$ cat src/design/mgst_pkg.sv
// ---------------------------------------------------------------------------
// mgst_pkg
// Shared sizes, codes and types for the multiset GCD segment tree.
// ---------------------------------------------------------------------------
package mgst_pkg;

  localparam int CAPACITY = 1024;
  localparam int VAL_W    = 31;
  localparam int LVL      = $clog2(CAPACITY);
  localparam int NODE_W   = LVL + 1;
  localparam int CNT_W    = $clog2(CAPACITY + 1);

  typedef logic [VAL_W-1:0]  val_t;
  typedef logic [NODE_W-1:0] node_t;
  typedef logic [CNT_W-1:0]  cnt_t;

  typedef enum logic [1:0] {
    ST_OK       = 2'd0,
    ST_FULL     = 2'd1,
    ST_NOTFOUND = 2'd2
  } status_t;

  localparam logic MODE_INS = 1'b0;
  localparam logic MODE_DEL = 1'b1;

  // GCD unit handshake
  typedef struct packed {
    logic start;
    val_t a;
    val_t b;
  } gcd_req_t;

  typedef struct packed {
    logic done;
    val_t g;
  } gcd_rsp_t;

endpackage

$ cat src/design/mgst_gcd.sv
// ---------------------------------------------------------------------------
// mgst_gcd
// Iterative binary GCD: one subtract-and-shift step per cycle.
// ---------------------------------------------------------------------------
module mgst_gcd import mgst_pkg::*; (
  input  logic     clk,
  input  logic     rst_n,
  input  gcd_req_t req,
  output gcd_rsp_t rsp
);

  localparam int SH_W = $clog2(VAL_W + 1);

  logic busy_r, busy_nxt;
  logic done_r, done_nxt;
  val_t a_r, a_nxt, b_r, b_nxt;
  logic [SH_W-1:0] k_r, k_nxt;
  val_t diff;

  always_comb begin
    busy_nxt = busy_r;
    done_nxt = 1'b0;
    a_nxt    = a_r;
    b_nxt    = b_r;
    k_nxt    = k_r;
    diff     = (a_r > b_r) ? (a_r - b_r) : (b_r - a_r);
    if (req.start) begin
      // zero operand passes the other one through
      if (req.a == '0 || req.b == '0) begin
        a_nxt    = req.a | req.b;
        b_nxt    = '0;
        k_nxt    = '0;
        busy_nxt = 1'b0;
        done_nxt = 1'b1;
      end else begin
        a_nxt    = req.a;
        b_nxt    = req.b;
        k_nxt    = '0;
        busy_nxt = 1'b1;
      end
    end else if (busy_r) begin
      priority if (a_r == b_r) begin
        a_nxt    = a_r << k_r;
        busy_nxt = 1'b0;
        done_nxt = 1'b1;
      end else if (!a_r[0] && !b_r[0]) begin
        a_nxt = a_r >> 1;
        b_nxt = b_r >> 1;
        k_nxt = k_r + 1'b1;
      end else if (!a_r[0]) begin
        a_nxt = a_r >> 1;
      end else if (!b_r[0]) begin
        b_nxt = b_r >> 1;
      end else begin
        // both odd: replace the larger by half the difference
        if (a_r > b_r) a_nxt = diff >> 1;
        else           b_nxt = diff >> 1;
      end
    end
  end

  always_ff @(posedge clk) begin
    if (!rst_n) begin
      busy_r <= 1'b0;
      done_r <= 1'b0;
    end else begin
      busy_r <= busy_nxt;
      done_r <= done_nxt;
    end
    a_r <= a_nxt;
    b_r <= b_nxt;
    k_r <= k_nxt;
  end

  assign rsp.done = done_r;
  assign rsp.g    = a_r;

endmodule

$ cat config.mk
export PLATFORM = sky130hd
export DESIGN_NAME = mgst_gcd
export DESIGN_NICKNAME = d
export VERILOG_FILES = /design/src/design/mgst_pkg.sv /design/src/design/mgst_gcd.sv
export SDC_FILE = /design/constraint.sdc
export NUM_CORES = 1
export LEC_CHECK = 0
export BUFFER_PORTS_ARGS = -buffer_cell sky130_fd_sc_hd__clkbuf_2
export CORE_MARGIN = 5
export CORE_UTILIZATION = 40
export CTS_BUF_LIST = sky130_fd_sc_hd__clkbuf_16
export DETAILED_ROUTE_END_ITERATION = 10
export RECOVER_POWER = 25
export SYNTH_ARGS = -nofsm -noshare
export SYNTH_HDL_FRONTEND = slang
export SYNTH_SLANG_ARGS = --single-unit
$ cat constraint.sdc
create_clock -name clk -period 4.64 [get_ports clk]
set_input_delay 0 -clock clk [delete_from_list [all_inputs] [get_ports clk]]
set_output_delay 0 -clock clk [all_outputs]
set_load 0.03 [all_outputs]
## Yosys cells after proc, flatten, opt, wreduce, memory -nomap -nowiden

Cells that the tools add are included.

| cells by class | value |
|---|---|
| $add $sub $neg | 3 |
| magnitude comparators | 1 |
| equal/unequal tests | 5 |
| shifts and indexed selects | 1 |
| mux-type cells | 25 |
| bitwise operators | 2 |
| reduce and logical (&&, ||, !) cells | 12 |

Operators by type and width:

| operator | count |
|---|---|
| $mux 31 | 17 |
| $logic_not 31->1 | 2 |
| $sub 31x31->31 | 2 |
| $eq 31x31->1 | 1 |
| $gt 31x31->1 | 1 |
| $or 31x31->31 | 1 |
| $shl 31x5->31 | 1 |
| $ne 5x2->1 const B | 2 |
| $reduce_and 3->1 | 3 |
| $mux 1 | 8 |
| $add 5x1->5 const B | 1 |
| $ne 4x3->1 const B | 1 |
| $reduce_and 4->1 | 1 |
| $reduce_bool 3->1 | 1 |
| $logic_not 1->1 | 2 |
| $ne 2x2->1 const B | 1 |
| $reduce_bool 2->1 | 1 |
| $logic_and 1x1->1 | 1 |
| $logic_or 1x1->1 | 1 |
| $not 1->1 | 1 |

| storage, ports and cells | value |
|---|---|
| bits in registers | 69 |
| output and inout bits | 32 |

## Logic depth before layout (Yosys ltp)

| depth | value |
|---|---|
| word-level depth | 9 |
| gate-level depth with buffers | 13 |
| mapped depth without buffers | 12 |

## Least setup slack after synthesis

OpenSTA, ideal clock, no wires.

| timing path | value |
|---|---|
| kind | register -> register |
| start point | reg a_r[0] |
| end point | reg a_r[29], enable pin |
| setup time | 0.329 ns |
| arrival time | 3.270 ns |
| data required time | 4.311 ns |
| path slack | 1.041 ns |
| stages on the path, launching flop included | 10 |
| clock period less this slack | 3.599 ns |
| cell sequence | edfxtp_1 clkbuf_1 inv_1 ha_1 nand4b_1 nor4_4 nand4_4 nand2_1 o31a_1 a21boi_0 |

| on the way | value |
|---|---|
| cells in the longest elaborated chain, start to end | 4 |

RTL lines:

| item | RTL line | source |
|---|---|---|
| start, declared | mgst_gcd.sv:16 | `val_t a_r, a_nxt, b_r, b_nxt;` |
| start signal, assigned | mgst_gcd.sv:70 | `a_r <= a_nxt;` |
| branches (longest 3 deep; another with $gt 31x31->1) | -- |  |
| $reduce_and 3->1 (no source line) (*) | -- |  |

Every way passes the cells marked *.
A chain may end at the register's enable or synchronous reset.

## Worst setup path in the final report

| timing path | value |
|---|---|
| start point | reg a_r[17] |
| end point | reg b_r[29], data pin |

| on the way | value |
|---|---|
| cells in the longest elaborated chain, start to end | 9 |

RTL lines:

| item | RTL line | source |
|---|---|---|
| $sub 31x31->31 / $gt 31x31->1 (equally long branches) | mgst_gcd.sv:26 | `diff = (a_r > b_r) ? (a_r - b_r) : (b_r - a_r);` |
| $mux 31 (*) | mgst_gcd.sv:26 |  |
| $mux 31 (*) | mgst_gcd.sv:56 | `if (a_r > b_r) a_nxt = diff >> 1;` |
| $mux 31 (*) | mgst_gcd.sv:52 | `end else if (!b_r[0]) begin` |
| $mux 31 (*) | mgst_gcd.sv:50 | `end else if (!a_r[0]) begin` |
| $mux 31 (*) | mgst_gcd.sv:46 | `end else if (!a_r[0] && !b_r[0]) begin` |
| $mux 31 (*) | mgst_gcd.sv:42 | `priority if (a_r == b_r) begin` |
| $mux 31 (*) | mgst_gcd.sv:41 | `end else if (busy_r) begin` |
| $mux 31 (*) | mgst_gcd.sv:27 | `if (req.start) begin` |
| via b_nxt[29] | mgst_gcd.sv:16 |  |
| end signal, assigned | mgst_gcd.sv:71 | `b_r <= b_nxt;` |
| end, declared | mgst_gcd.sv:16 |  |

Mark *: on every way through the listed nets, which the timed path passes. The rest lies on a longest branch. The select of a mux whose other input is x is not followed.

==> results by group <==
Timing
  – Crit path time final: 3.812 ns
  – Fmax: 262.3 MHz
  – Clk_skew: 0.01062 ns
  – RSZ-0062 raised after global routing: false
  – Setup_tns: 0 ns
  – Min Hold Slack: -0.002355 ns
  – Worst Tran Pin Value: 1.244 ns
  – Hold Vio Cnt, Final: 1
  – Period utilisation layout: 0.8217
  – Slew headroom: 0.1705
  – Number of setup violations in the final report: 0
  – Final Max Tran Viols: 0
  – Setup ws final: 0.8275 ns

Layout
  – Share of cells above drive strength 1: 0.1415
  – Fill cells: 2,203
  – Final Instance Area: 9935 sq um
  – Nets: 1,298
  – Final Core Density: 0.4524
  – Layout area overhead: 10.57%
  – Diodes inserted: 0

Clocking
  – CTS tree: done
  – Insertion delay to the later sink of the worst-skew pair: 0.36 ns
  – Post-CTS sizing: 0
  – Clk buf depth: 2
  – Clock Sinks: 69
  – Root Driver: clkbuf_16
  – H-tree levels: 3
  – Post-CTS Setup Inserts: 0
  – CTS Buf Count: 9
  – Worst-path clk slew: 0.07 ns
  – Hold buffers post-CTS: 3

Place
  – Dpl hpwl: 27,890 microns
  – RD Place Congestion: 0.9891
  – Area after DPL: 9633 sq um
  – Pre-CTS WS: 0.9808 ns
  – IO buf count: 96

Worst setup path
  – CP Capture Type: register
  – CP required: 4.83 ns
  – Crit Path Category: reg -> reg
  – CP Data Arrival Time: 4.00 ns
  – Max FO, Critical Path: 17
  – CP Launch Type: register

Die
  – I/O pin count: 97
  – Core area: 21,960 sq um
  – Die height: 159.9 microns
  – Die ar.: 25,560 sq um
  – Num rows: 54
  – Initial Util: 0.4092
  – Die width: 159.9 microns

Global routing
  – First-pass GRT wire length: 53,390 microns
  – Vias in the first global route: 8,836
  – GRT Total Usage: 0.2656
  – Grt ovf: 0
  – Largest net degree at the start of global routing: 44
  – Initial antenna violation count: 0

Drt
  – Vias: 9,140
  – First-pass iteration count of the detailed router: 7
  – Drt total wl: 35,110 microns
  – Final ANT Viol Nets: 0
  – Vias per inst: 6.290
  – Routed len/inst: 24.16 microns
  – Iteration-0 DRC Markers: 1,089
  – DRC viols: 0

Logic synthesis
  – Cells after Synth: 1,105
  – Library cells used by synthesis: 81
  – Net Count, Synth: 1,235
  – Synth top area share: 0.2072
  – Number of synthesized flops with an enable pin: 62
  – Yosys top cell by area: edfxtp_1
  – Synth area leaders: edfxtp_1, ha_1, a21oi_1
  – Most used flip-flop cell after synthesis: edfxtp_1
  – Register area share after synthesis: 0.2228
  – Avg Inst Size Synth: 8.131 sq um
  – Yosys warnings: 0
  – Mapped Area: 8985 sq um
  – #FFs+latches synth: 69
  – Fraction of registers with async set/reset: 0

Power
  – Static leakage: 3.963 nW
  – Pwr Total: 0.004435 W
  – Pwr/cell area: 446.5 nW/um^2
  – Maximum VDD drop: 183.8 uV

Outcome
  – Outcome: finished, violations left
  – Failing checks: negative hold slack

Flow run
  – Max Cap Viol: 0

Worst hold path
  – Hold WC Path Type: in -> reg
-- area by class of cell --
| cell class | instances | area (sq um) | area share |
|---|---|---|---|
| clock inverters | 7 | 105.1 | 0.01058 |
| inverters | 83 | 311.5 | 0.03136 |
| well taps | 280 | 350.3 | 0.03526 |
| clock buffers | 9 | 225.2 | 0.02267 |
| multi-input cells | 879 | 6269 | 0.6310 |
| flip-flops and latches | 69 | 2004 | 0.2018 |
| repair buffers | 126 | 669.4 | 0.06738 |
-- path summary, 6_finish.rpt --
| check | startpoint | to | slack, ns | cells past startpoint |
|---|---|---|---|---|
| setup / recovery | a_r[17] | b_r[29] | 0.83 | 10 |
| hold / removal | req[0] | b_r[0] | -0.002 | 3 |
| setup reg to reg | a_r[17] | b_r[29] | 0.83 | 10 |
| hold reg to reg | b_r[9] | b_r[8] | 0.63 | 1 |
-- report_power, final --
group          leakage, nW  switching [W]  total [W]  internal [W]
Sequential           0.684       0.000134   0.000956      0.000822
Clock                0.163       0.000297   0.000815      0.000518
Combinational         3.12        0.00171    0.00266      0.000955
-- layer usage --
layer | global-route usage | up-vias | part of all wire | wire, microns
met1 | 0.3889 | 4389 | 0.45 | 15630
met4 | 0.08760 | 0 | 0.033 | 1147
met5 | 0 | - | 0 | 0
met3 | 0.03041 | 53 | 0.086 | 3013
li1 | - | 4219 | - | -
met2 | 0.4083 | 479 | 0.44 | 15320
-- cells by family after synthesis --
family | synth area share
simple gates | 0.1645
buf+inv | 0.07910
fa+ha+maj | 0.09219
flops | 0.2228
xor+xnor | 0.05654
compound gates | 0.2991
mux | 0.08578
-- per-stage QoR --
step,std cells,hold WS (ns)
after floorplan,1105,0.1282
after global routing,1453,0.02765
after CTS,1453,0.001525
after detailed placement,1434,0.2622
final,1453,-0.002355
after global placement,1434,0.2638
-- registers in the layout (all words and copies together), names as in the netlist --
register  count
b_r          31
busy_r        1
k_r           5
a_r          31
done_r        1
-- synth_stat cells, drive strengths merged, types with 5 or more instances --
| master | n |
|---|---|
| a211oi | 19 |
| a21o | 28 |
| a21oi | 126 |
| a221oi | 7 |
| a22oi | 33 |
| a311oi | 5 |
| a31oi | 9 |
| and2 | 10 |
| and3 | 7 |
| buf | 44 |
| clkbuf | 30 |
| dfxtp | 7 |
| edfxtp | 62 |
| ha | 63 |
| inv | 81 |
| mux2 | 6 |
| mux2i | 41 |
| mux4 | 13 |
| nand2 | 96 |
| nand2b | 7 |
| nand3 | 11 |
| nand4 | 15 |
| nor2 | 80 |
| nor2b | 10 |
| nor3 | 13 |
| nor4 | 17 |
| o211ai | 11 |
| o21ai | 93 |
| o21bai | 14 |
| o221ai | 16 |
| o31ai | 5 |
| or2 | 6 |
| or3 | 7 |
| xnor2 | 44 |
| xor2 | 14 |
-- critical path: stages (launching register included) --
cell	delay (ns)
edfxtp_1	0.64
inv_1	0.09
ha_1	0.53
nand3_1	0.22
nor4_4	0.24
nand4_1	0.44
nor2b_4	0.29
nor3_2	0.12
nand2_1	0.40
a221o_1	0.43
o31ai_2	0.22
-- cell usage in the layout (no fill, tap or decap), drive strengths merged, types with 9 or more instances in the layout --
| cell | n |
|---|---|
| nand2 | 96 |
| clkbuf | 106 |
| a22oi | 33 |
| a211oi | 19 |
| and2 | 10 |
| o211ai | 11 |
| ha | 63 |
| o21ai | 93 |
| a21o | 28 |
| nand4 | 15 |
| nand3 | 11 |
| mux4 | 13 |
| o221ai | 16 |
| a21oi | 126 |
| nor3 | 13 |
| mux2i | 41 |
| buf | 26 |
| edfxtp | 62 |
| nor2b | 10 |
| inv | 82 |
| xnor2 | 44 |
| xor2 | 14 |
| nor4 | 17 |
| nor2 | 80 |
| o21bai | 14 |
| a31oi | 9 |
No activity file was read; power rests on OpenSTA's default activity.
